## config.mk

```make
export PLATFORM = sky130hd
export DESIGN_NAME = sorted_list_merge
export DESIGN_NICKNAME = d
export VERILOG_FILES = /design/src/sv/slm_pkg.sv /design/src/sv/slm_ram.sv /design/src/sv/slm_pick.sv /design/src/sv/slm_ctrl.sv /design/src/sv/sorted_list_merge.sv
export SDC_FILE = /design/constraint.sdc
export NUM_CORES = 2
export LEC_CHECK = 0
export CELL_PAD_IN_SITES_DETAIL_PLACEMENT = 1
export CELL_PAD_IN_SITES_GLOBAL_PLACEMENT = 1
export CORE_ASPECT_RATIO = 1.75
export CORE_MARGIN = 4
export CORE_UTILIZATION = 50
export DETAILED_ROUTE_END_ITERATION = 7
export DONT_BUFFER_PORTS = 1
export PLACE_DENSITY_LB_ADDON = 0.1
export SETUP_SLACK_MARGIN = 0.5
export SLEW_MARGIN = 15
export SYNTH_ARGS = -nofsm -noshare
export SYNTH_HDL_FRONTEND = slang
export SYNTH_HIERARCHICAL = 1
export SYNTH_SLANG_ARGS = --single-unit
```

## constraint.sdc

```tcl
create_clock -name clk -period 4.04 [get_ports clk]
set_clock_uncertainty 0.1 [all_clocks]
set_input_delay 0.404 -clock clk [delete_from_list [all_inputs] [get_ports clk]]
set_output_delay 0.404 -clock clk [all_outputs]
set_load 0.1 [all_outputs]
```

## src/sv/slm_pkg.sv

```systemverilog
// ----------------------------------------------------------------------------
// slm_pkg
// Shared types and constants for the sorted list merge block.
// ----------------------------------------------------------------------------
package slm_pkg;

  localparam int LIST_DEPTH_DEF = 32;
  localparam int DATA_W         = 32;

  typedef enum logic [1:0] {
    MODE_FIRST  = 2'd0,
    MODE_SECOND = 2'd1,
    MODE_MERGE  = 2'd2
  } mode_t;

  typedef enum logic [1:0] {
    ST_IDLE,
    ST_READ,
    ST_CMP
  } state_t;

  typedef struct packed {
    logic [1:0]               mode;
    logic signed [DATA_W-1:0] item_value;
  } in_beat_t;

  typedef struct packed {
    logic signed [DATA_W-1:0] merged_value;
    logic                     from_second;
    logic                     last_of_run;
    logic                     items_dropped;
  } out_beat_t;

  typedef struct packed {
    logic a_avail;
    logic b_avail;
  } avail_t;

endpackage

```

## src/sv/slm_ram.sv

```systemverilog
// ----------------------------------------------------------------------------
// slm_ram
// Generic single-write, single-read RAM with registered read data.
// ----------------------------------------------------------------------------
module slm_ram #(
  parameter int WIDTH = 32,
  parameter int DEPTH = 32,
  parameter int AW    = (DEPTH > 1) ? $clog2(DEPTH) : 1
) (
  input  logic             clk,
  input  logic             we,
  input  logic [AW-1:0]    wr_addr,
  input  logic [WIDTH-1:0] wr_data,
  input  logic [AW-1:0]    rd_addr,
  output logic [WIDTH-1:0] rd_data
);

  logic [WIDTH-1:0] mem [DEPTH];

  always_ff @(posedge clk) begin
    if (we) begin
      mem[wr_addr] <= wr_data;
    end
    rd_data <= mem[rd_addr];
  end

endmodule

```

## src/sv/slm_pick.sv

```systemverilog
// ----------------------------------------------------------------------------
// slm_pick
// Shared compare unit: selects the smaller head, first list on ties.
// ----------------------------------------------------------------------------
module slm_pick
  import slm_pkg::*;
(
  input  logic signed [DATA_W-1:0] a_data,
  input  logic signed [DATA_W-1:0] b_data,
  input  avail_t                   avail,
  output logic                     take_second,
  output logic signed [DATA_W-1:0] pick_value
);

  always_comb begin
    take_second = avail.b_avail && (!avail.a_avail || (a_data > b_data));
    pick_value  = take_second ? b_data : a_data;
  end

endmodule

```

## src/sv/slm_ctrl.sv

```systemverilog
// ----------------------------------------------------------------------------
// slm_ctrl
// Sequencer: loads both lists, walks the merge and holds the output register.
// ----------------------------------------------------------------------------
module slm_ctrl
  import slm_pkg::*;
#(
  parameter int LIST_DEPTH = LIST_DEPTH_DEF,
  parameter int AW         = (LIST_DEPTH > 1) ? $clog2(LIST_DEPTH) : 1,
  parameter int CW         = $clog2(LIST_DEPTH + 1)
) (
  input  logic                     clk,
  input  logic                     rst,
  input  logic                     in_valid,
  output logic                     in_ready,
  input  in_beat_t                 in_data,
  output logic                     out_valid,
  input  logic                     out_ready,
  output out_beat_t                out_data,
  output logic                     we_a,
  output logic                     we_b,
  output logic [AW-1:0]            wr_addr_a,
  output logic [AW-1:0]            wr_addr_b,
  output logic [AW-1:0]            rd_addr_a,
  output logic [AW-1:0]            rd_addr_b,
  output avail_t                   avail,
  input  logic                     take_second,
  input  logic signed [DATA_W-1:0] pick_value
);

  localparam logic [CW-1:0] DEPTH_C = CW'(LIST_DEPTH);

  state_t        state, state_next;
  logic [CW-1:0] cnt_a, cnt_a_next, cnt_b, cnt_b_next;
  logic [CW-1:0] idx_a, idx_a_next, idx_b, idx_b_next;
  logic          overflow, overflow_next;
  logic          out_valid_next;
  out_beat_t     out_data_next;
  logic          accept, load_out, last;

  assign accept    = in_valid && in_ready;
  assign wr_addr_a = cnt_a[AW-1:0];
  assign wr_addr_b = cnt_b[AW-1:0];
  assign rd_addr_a = idx_a[AW-1:0];
  assign rd_addr_b = idx_b[AW-1:0];
  assign avail.a_avail = idx_a < cnt_a;
  assign avail.b_avail = idx_b < cnt_b;
  assign last = ({1'b0, idx_a} + {1'b0, idx_b} + (CW+1)'(1)) == ({1'b0, cnt_a} + {1'b0, cnt_b});

  always_ff @(posedge clk) begin
    if (rst) begin
      state     <= ST_IDLE;
      cnt_a     <= '0;
      cnt_b     <= '0;
      idx_a     <= '0;
      idx_b     <= '0;
      overflow  <= 1'b0;
      out_valid <= 1'b0;
    end else begin
      state     <= state_next;
      cnt_a     <= cnt_a_next;
      cnt_b     <= cnt_b_next;
      idx_a     <= idx_a_next;
      idx_b     <= idx_b_next;
      overflow  <= overflow_next;
      out_valid <= out_valid_next;
    end
    out_data <= out_data_next;
  end

  always_comb begin
    state_next     = state;
    cnt_a_next     = cnt_a;
    cnt_b_next     = cnt_b;
    idx_a_next     = idx_a;
    idx_b_next     = idx_b;
    overflow_next  = overflow;
    out_valid_next = out_valid && !out_ready;
    out_data_next  = out_data;
    in_ready       = 1'b0;
    we_a           = 1'b0;
    we_b           = 1'b0;
    load_out       = 1'b0;
    case (state)
      ST_IDLE: begin
        in_ready = 1'b1;
        if (accept) begin
          case (in_data.mode)
            MODE_FIRST: begin
              if (cnt_a < DEPTH_C) begin
                we_a       = 1'b1;
                cnt_a_next = cnt_a + CW'(1);
              end else begin
                overflow_next = 1'b1;
              end
            end
            MODE_SECOND: begin
              if (cnt_b < DEPTH_C) begin
                we_b       = 1'b1;
                cnt_b_next = cnt_b + CW'(1);
              end else begin
                overflow_next = 1'b1;
              end
            end
            MODE_MERGE: begin
              idx_a_next = '0;
              idx_b_next = '0;
              if (cnt_a == '0 && cnt_b == '0) begin
                overflow_next = 1'b0;
              end else begin
                state_next = ST_READ;
              end
            end
            default: begin
            end
          endcase
        end
      end
      ST_READ: begin
        state_next = ST_CMP;
      end
      ST_CMP: begin
        if (!out_valid || out_ready) begin
          load_out                    = 1'b1;
          out_valid_next              = 1'b1;
          out_data_next.merged_value  = pick_value;
          out_data_next.from_second   = take_second;
          out_data_next.last_of_run   = last;
          out_data_next.items_dropped = overflow;
          if (take_second) begin
            idx_b_next = idx_b + CW'(1);
          end else begin
            idx_a_next = idx_a + CW'(1);
          end
          if (last) begin
            cnt_a_next    = '0;
            cnt_b_next    = '0;
            overflow_next = 1'b0;
            state_next    = ST_IDLE;
          end else begin
            state_next = ST_READ;
          end
        end
      end
      default: begin
        state_next = ST_IDLE;
      end
    endcase
    if (!load_out && state != ST_CMP) begin
      out_data_next = out_data;
    end
  end

endmodule

```

## src/sv/sorted_list_merge.sv

```systemverilog
// ----------------------------------------------------------------------------
// sorted_list_merge
// Two-way stable merge of two ascending lists of signed values.
// ----------------------------------------------------------------------------
// Input beats carry a mode and a value. Mode first or second appends the
// value to that list; a beat into a full list is dropped and sets a
// sticky drop flag. Mode merge streams every stored value out in
// ascending signed order, first list first on ties, with the last beat of
// the run marked and the drop flag repeated on each beat.
// Each merged beat passes through a read step, for the registered RAM reads
// of both list heads, and a compare step, in which the shared compare unit
// loads the output register. After the merge beat is accepted, the first
// result takes the read step and then the compare step into that register.
// in_ready is low from the merge beat until the last result is loaded.
// If the receiver stalls, the output register holds and the sequencer waits
// in its compare step. After the merge both counts and the drop flag clear.
// Reset clears the counts, the flag, the sequencer and out_valid; the list
// RAMs are not cleared, since only entries below a count are read.
// ----------------------------------------------------------------------------
module sorted_list_merge
  import slm_pkg::*;
#(
  parameter int LIST_DEPTH = LIST_DEPTH_DEF
) (
  input  logic      clk,
  input  logic      rst,
  input  logic      in_valid,
  output logic      in_ready,
  input  in_beat_t  in_data,
  output logic      out_valid,
  input  logic      out_ready,
  output out_beat_t out_data
);

  localparam int AW = (LIST_DEPTH > 1) ? $clog2(LIST_DEPTH) : 1;

  logic                     we_a, we_b, take_second;
  logic [AW-1:0]            wr_addr_a, wr_addr_b, rd_addr_a, rd_addr_b;
  logic signed [DATA_W-1:0] a_data, b_data, pick_value;
  avail_t                   avail;

  slm_ram #(.WIDTH(DATA_W), .DEPTH(LIST_DEPTH), .AW(AW)) u_ram_a (
    .clk     (clk),
    .we      (we_a),
    .wr_addr (wr_addr_a),
    .wr_data (in_data.item_value),
    .rd_addr (rd_addr_a),
    .rd_data (a_data)
  );

  slm_ram #(.WIDTH(DATA_W), .DEPTH(LIST_DEPTH), .AW(AW)) u_ram_b (
    .clk     (clk),
    .we      (we_b),
    .wr_addr (wr_addr_b),
    .wr_data (in_data.item_value),
    .rd_addr (rd_addr_b),
    .rd_data (b_data)
  );

  slm_pick u_pick (
    .a_data      (a_data),
    .b_data      (b_data),
    .avail       (avail),
    .take_second (take_second),
    .pick_value  (pick_value)
  );

  slm_ctrl #(.LIST_DEPTH(LIST_DEPTH), .AW(AW)) u_ctrl (
    .clk         (clk),
    .rst         (rst),
    .in_valid    (in_valid),
    .in_ready    (in_ready),
    .in_data     (in_data),
    .out_valid   (out_valid),
    .out_ready   (out_ready),
    .out_data    (out_data),
    .we_a        (we_a),
    .we_b        (we_b),
    .wr_addr_a   (wr_addr_a),
    .wr_addr_b   (wr_addr_b),
    .rd_addr_a   (rd_addr_a),
    .rd_addr_b   (rd_addr_b),
    .avail       (avail),
    .take_second (take_second),
    .pick_value  (pick_value)
  );

endmodule

```

* Yosys cells after proc, flatten, opt, wreduce, memory -nomap -nowiden
Memories as Yosys holds them, arrays and structs flattened. A register that Yosys moved wholly into a read port is not among the register bits.
Index checks and enable logic that the tools add are counted.
** Cells by class
- Bitwise logic cells :: 1
- Eq/ne operators :: 21
- Mux-type cells :: 50
- $add $sub $neg :: 7
- Order comparisons :: 5
- Reduce and logical (&&, ||, !) cells :: 23
** Operators by type and width (number)
- $mux 6 :: 14
- $pmux 6 s2 :: 4
- $gt 32x32->1 :: 1
- $mux 32 :: 1
- $add 6x1->6 const B :: 4
- $mux 1 :: 24
- $add 6x6->7 :: 2
- $logic_not 6->1 :: 2
- $lt 6x6->1 :: 2
- $lt 6x6->1 const B :: 2
- $ne 2x1->1 const B :: 6
- $ne 2x2->1 const B :: 6
- $reduce_and 6->1 :: 2
- $reduce_and 5->1 :: 2
- $mux 2 :: 4
- $reduce_and 8->1 :: 1
- $add 7x1->7 const B :: 1
- $eq 7x7->1 :: 1
- $ne 3x3->1 const B :: 2
- $pmux 2 s3 :: 1
- $logic_and 1x1->1 :: 5
- $eq 2x1->1 const B :: 2
- $eq 2x2->1 const B :: 2
- $logic_not 1->1 :: 4
- 10 further kinds :: 12
** Storage, ports and cells
- Output and inout port bits :: 37
- Flip-flop bits (word level) :: 63
- Memories :: 2
- Input port bits :: 38
- Bits in writable memories :: 2048
** Memories
- u_ram_a.mem :: depth 32, width 32, rd ports 1, clocked after Yosys merged registers in 1, write ports 1, line slm_ram.sv:18 : logic [WIDTH-1:0] mem [DEPTH];
- u_ram_b.mem :: depth 32, width 32, rd ports 1, clocked after Yosys merged registers in 1, write ports 1, line slm_ram.sv:18

* Longest topological paths before layout
- Depth after elaboration :: 8
- Mapped depth :: 21
- Gate-level depth less buffers :: 20

* Modules after synthesis
Netlist, hierarchy kept.
** Modules (own cells, without submodules)
- slm_ram (u_ram_a) :: area an instance 40492.6 µm², times used 1, cells an instance 2260, sequential area each 31390.1 µm²
- slm_ram (u_ram_b) :: area an instance 40485.1 µm², times used 1, cells an instance 2260, sequential area each 31390.1 µm²
- slm_ctrl :: area an instance 3439.5 µm², times used 1, cells an instance 329, sequential area each 1611.5 µm²
- slm_pick :: area an instance 1365.1 µm², times used 1, cells an instance 155, sequential area each 0.0 µm²

* Worst setup path before layout
No wires, ideal clock.
- Path kind :: reg2reg
- Start :: reg u_ctrl.out_valid
- End :: reg u_ctrl.cnt_a[2]
- Period minus slack after synthesis :: 4485 ps
- Arrival :: 4293 ps
- Setup time :: 92 ps
- Setup slack :: -445 ps
- Stages on the path, launching flop included :: 7
- Data required time :: 3848 ps
- Path through :: dfxtp_1 > nand2b_1 > nand2_1 > nor3_1 > or2_2 > o21ai_0 > nor4_1
** On the way
- Cells in the longest elaborated chain, start to end :: 4
** RTL lines
- start, declared :: line slm_ctrl.sv:17 : output logic out_valid,
- start signal, assigned :: line slm_ctrl.sv:66 : out_valid <= out_valid_next;
- $logic_not 1->1 :: line slm_ctrl.sv:123 : if (!out_valid || out_ready) begin
- $logic_or 1x1->1 :: line slm_ctrl.sv:123
- $ne 2x1->1 (no source line)
- $reduce_and 6->1 (no source line)
- end signal, assigned :: line slm_ctrl.sv:61 : cnt_a <= cnt_a_next;
- end, declared :: line slm_ctrl.sv:34 : logic [CW-1:0] cnt_a, cnt_a_next, cnt_b, cnt_b_next;
No other way between the ends.
A chain may end at the register's enable or synchronous reset.

* Worst setup path in the final report
- Start :: reg u_ctrl.idx_b[0]
- End :: reg u_ctrl.cnt_a[2]
** On the way
- Cells in the longest elaborated chain, start to end :: 5
** RTL lines
- start, declared :: line slm_ctrl.sv:35 : logic [CW-1:0] idx_a, idx_a_next, idx_b, idx_b_next;
- start signal, assigned :: line slm_ctrl.sv:64 : idx_b <= idx_b_next;
- $add 6x6->7 :: line slm_ctrl.sv:48 : assign last = ({1'b0, idx_a} + {1'b0, idx_b} + (CW+1)'(1)) == ({1'b0, cnt_a} + {1'b0, cnt_b});
- $add 7x1->7 :: line slm_ctrl.sv:48
- $eq 7x7->1 :: line slm_ctrl.sv:48
- $ne 2x1->1 (no source line)
- $reduce_and 6->1 (no source line)
No other way between the ends.

==> flow_metrics.tcl <==
set metrics [dict create \
    status "complete, no violations" \
    yosysTopAreaCellShare 0.729 \
    drt_iter0_drc 3512 \
    grt_setup_unrepaired "yes" \
    vias 46994 \
    clock_latency_ps 840 \
    crit_path_cell_trace "inv_1 -> ha_1 -> inv_1 -> fa_1 -> a21o_1 -> and4_4 -> o311a_1 -> nor3_1 -> nand3_1 -> nor4_4 -> buf_4 -> nor4_1" \
    seqCellArea_sq_um 64400 \
    fin_area_sq_um 97600 \
    required_ps 4590 \
    ir_worst_vdd_v 0.000443 \
    synth-seq-area-share 0.751 \
    r2r_start "u_ctrl/idx_b[0]" \
    fp.dieH_um 556 \
    cts_sinks 2175 \
    hpwl_um 150000 \
    wirelength_um 253000 \
    nNetsFinal 5345 \
    detail_route.first_pass.iterations 6 \
    groute.usage.overall 0.283 \
    crit_slowest_cell "dfxtp_4" \
    maxCapViolations 0 \
    h-tree-depth 4 \
    crit_top_cell "inv_1" \
    vias_per_cell 6.16 \
    n_fill_cell 15190 \
    p_leak_nw 29.9 \
    yosysUniqueCellTypes 64 \
    grt_pass1_wl_um 361000 \
    critPathMaxStageDelay_ps 430 \
    hold_viol 0 \
    core_area_sq_um 170000 \
    die_area_sq_um 179000 \
    start_util 0.504 \
    critPathArrivalTime_ps 3940 \
    crit_path_end_kind "flip-flop" \
    num_io_pins 75 \
    synth-warning-count 6 \
    dp.cells 7188 \
    synth_edf_count 2083 \
    startpoint "u_ctrl/idx_b[0]" \
    tritoncts "built" \
    min_path_type "input pin to flip-flop" \
    syn_avg_cell_area_sq_um 17.1 \
    num_rows 200 \
    fin_cells 7629 \
    clk_path_buf_depth 4 \
    root_buffer "clkbuf_16" \
    synthTopCellsByCount "edfxtp_1 (2083), mux2i_1 (1027), a21oi_1 (224)" \
    worst_slew_pin_slew_ps 1310 \
    holdCritStartpoint "in_data[32]" \
    grt-ovfl-total 0 \
    die_w_um 321 \
    finalHoldWorstSlack_ps 141 \
    cts_buffers 199 \
    antenna_found_initial 9 \
    max_freq_mhz 295 \
    syn_to_final_growth_pct 13.8 \
    multi_input_area_sq_um 20100 \
    syn_inst 5004 \
    grt_pass1_vias 50162 \
    critical_path_class "flip-flop to flip-flop" \
    cts.clk_slew.worst_paths_ps 70 \
    slew_violations 0 \
    ys.flop_type "edfxtp_1" \
    port_buffers 0 \
    finalSetupViolations 0 \
    ys_async_sr_fraction 0 \
    grt_max_degree 134 \
    yosys_register_bits 2175 \
    setup_tns_ps 0 \
    gp_congestion 0.855 \
    crit_path_max_fanout 11 \
    syn_nets 5104 \
    drc_errors 0 \
    cellPowerDensity_nw_per_um2 447 \
    cp-start-kind "flip-flop" \
    slew-limit-headroom 0.124 \
    syn-cell-area_sq_um 85800 \
    synth.area.top_cells "edfxtp_1 (73%), mux2i_1 (12%), dfxtp_1 (2.1%)" \
    yosys.area.top_type "edfxtp_1" \
    layout-drive-gt1-share 0.130 \
    fin_crit_ps 3390 \
    yosysMostFrequentCell "edfxtp_1" \
    ant_nets 0 \
    min_period_over_period 0.839 \
    dpl-instance-area_sq_um 90100 \
    wl_per_cell_um 33.2 \
]
==> layout make-up <==
class                   count  area share
clock buffers             267      0.0557
clock inverters            84     0.00655
diodes                     12    0.000308
inverters                  59     0.00227
repair buffers            324      0.0418
well taps                2222      0.0285
multi-input cells        2486       0.205
flip-flops and latches   2175       0.660
==> final timing paths <==
check	slack, ps	endpoint	depth (start not counted)
setup / recovery	650	u_ctrl/cnt_a[2]	12
hold / removal	140	u_ctrl/cnt_a[0]	4
setup reg to reg	650	u_ctrl/cnt_a[2]	12
hold reg to reg	430	u_ctrl/out_data[0]	0
==> placed cells by master (no fill, tap or decap), drive strengths merged, types with 12 or more instances in the layout <==
master and count:
nor3 76, nand4 18, o21ai 22, edfxtp 2083
diode 12, buf 284, dlygate4sd3 40, nor2 95
a21oi 224, nand2 212, mux2i 1027, ha 60
nand3 207, clkbuf 267, clkinv 70, a22oi 193
a31oi 69, a22o 128, inv 61, dfxtp 92
mux2 32
==> metal layers <==
| layer | GRT usage | up-vias | share of wire | routed length [um] |
|---|---|---|---|---|
| met4 | 0.115 | 2 | 0.046 | 11600 |
| met2 | 0.527 | 1164 | 0.54 | 137000 |
| met1 | 0.328 | 25192 | 0.37 | 93600 |
| met3 | 0.0389 | 464 | 0.044 | 11200 |
| li1 | - | 20172 | - | - |
| met5 | 0 | - | 0.000047 | 12 |
==> power by group <==
group / internal, mW / total [mW] / switching (mW)
combinational: 0.273 / 0.883 / 0.610
sequential: 24.7 / 24.8 / 0.0338
clock: 9.98 / 18.0 / 8.07
==> per-stage QoR <==
stage                util  total power, mW  worst slack [ps]
floorplan               -             25.5              -269
global placement    0.530             25.6              78.5
detailed placement  0.530             25.6               288
CTS                 0.573             44.0               518
global route        0.574             45.0               408
finish              0.574             43.7               650
==> flip-flops by register name (all words and copies together), names as in the netlist <==
signal	count
u_ctrl/cnt_a	6
u_ctrl/cnt_b	6
u_ctrl/idx_a	6
u_ctrl/idx_b	6
u_ctrl/out_data	35
u_ctrl/out_valid	1
u_ctrl/overflow	1
u_ctrl/state	2
u_ram_a/mem	1024
u_ram_a/rd_data	32
u_ram_b/mem	1024
u_ram_b/rd_data	32
==> cells by family (layout without fill, tap and decap cells) <==
kind of cell / Yosys count / in the layout / share of synthesized area
other: 0 / 12 / 0
multiplexers: 1059 / 1059 / 0.125
AO/OA/AOI/OAI: 673 / 673 / 0.0533
buffers and inverters: 343 / 734 / 0.0227
flip-flops: 2175 / 2175 / 0.751
adder cells (fa/ha/maj): 62 / 62 / 0.00922
AND/OR/NAND/NOR: 673 / 673 / 0.0369
XOR/XNOR: 19 / 19 / 0.00194
==> worst max-delay path: cells and delay by family (launching register included) <==
kind | cells | cell delay (ps)
buffers and inverters | 3 | 440
adders and majority gates | 2 | 600
and+or+nand+nor | 5 | 1120
AOI/OAI and AO/OA | 2 | 510
DFF | 1 | 430
==> repair_timing <==
| item | 4_1_cts | 5_1_grt |
|---|---|---|
| gates resized for setup | 5 | 19 |
| hold endpoints to repair | 2076 | 0 |
| hold buffers | 72 | 0 |
| setup buffers | 1 | 5 |
| pin swaps | 3 | 13 |
| setup endpoints to repair | 36 | 51 |
No activity file was read; power rests on OpenSTA's default activity.
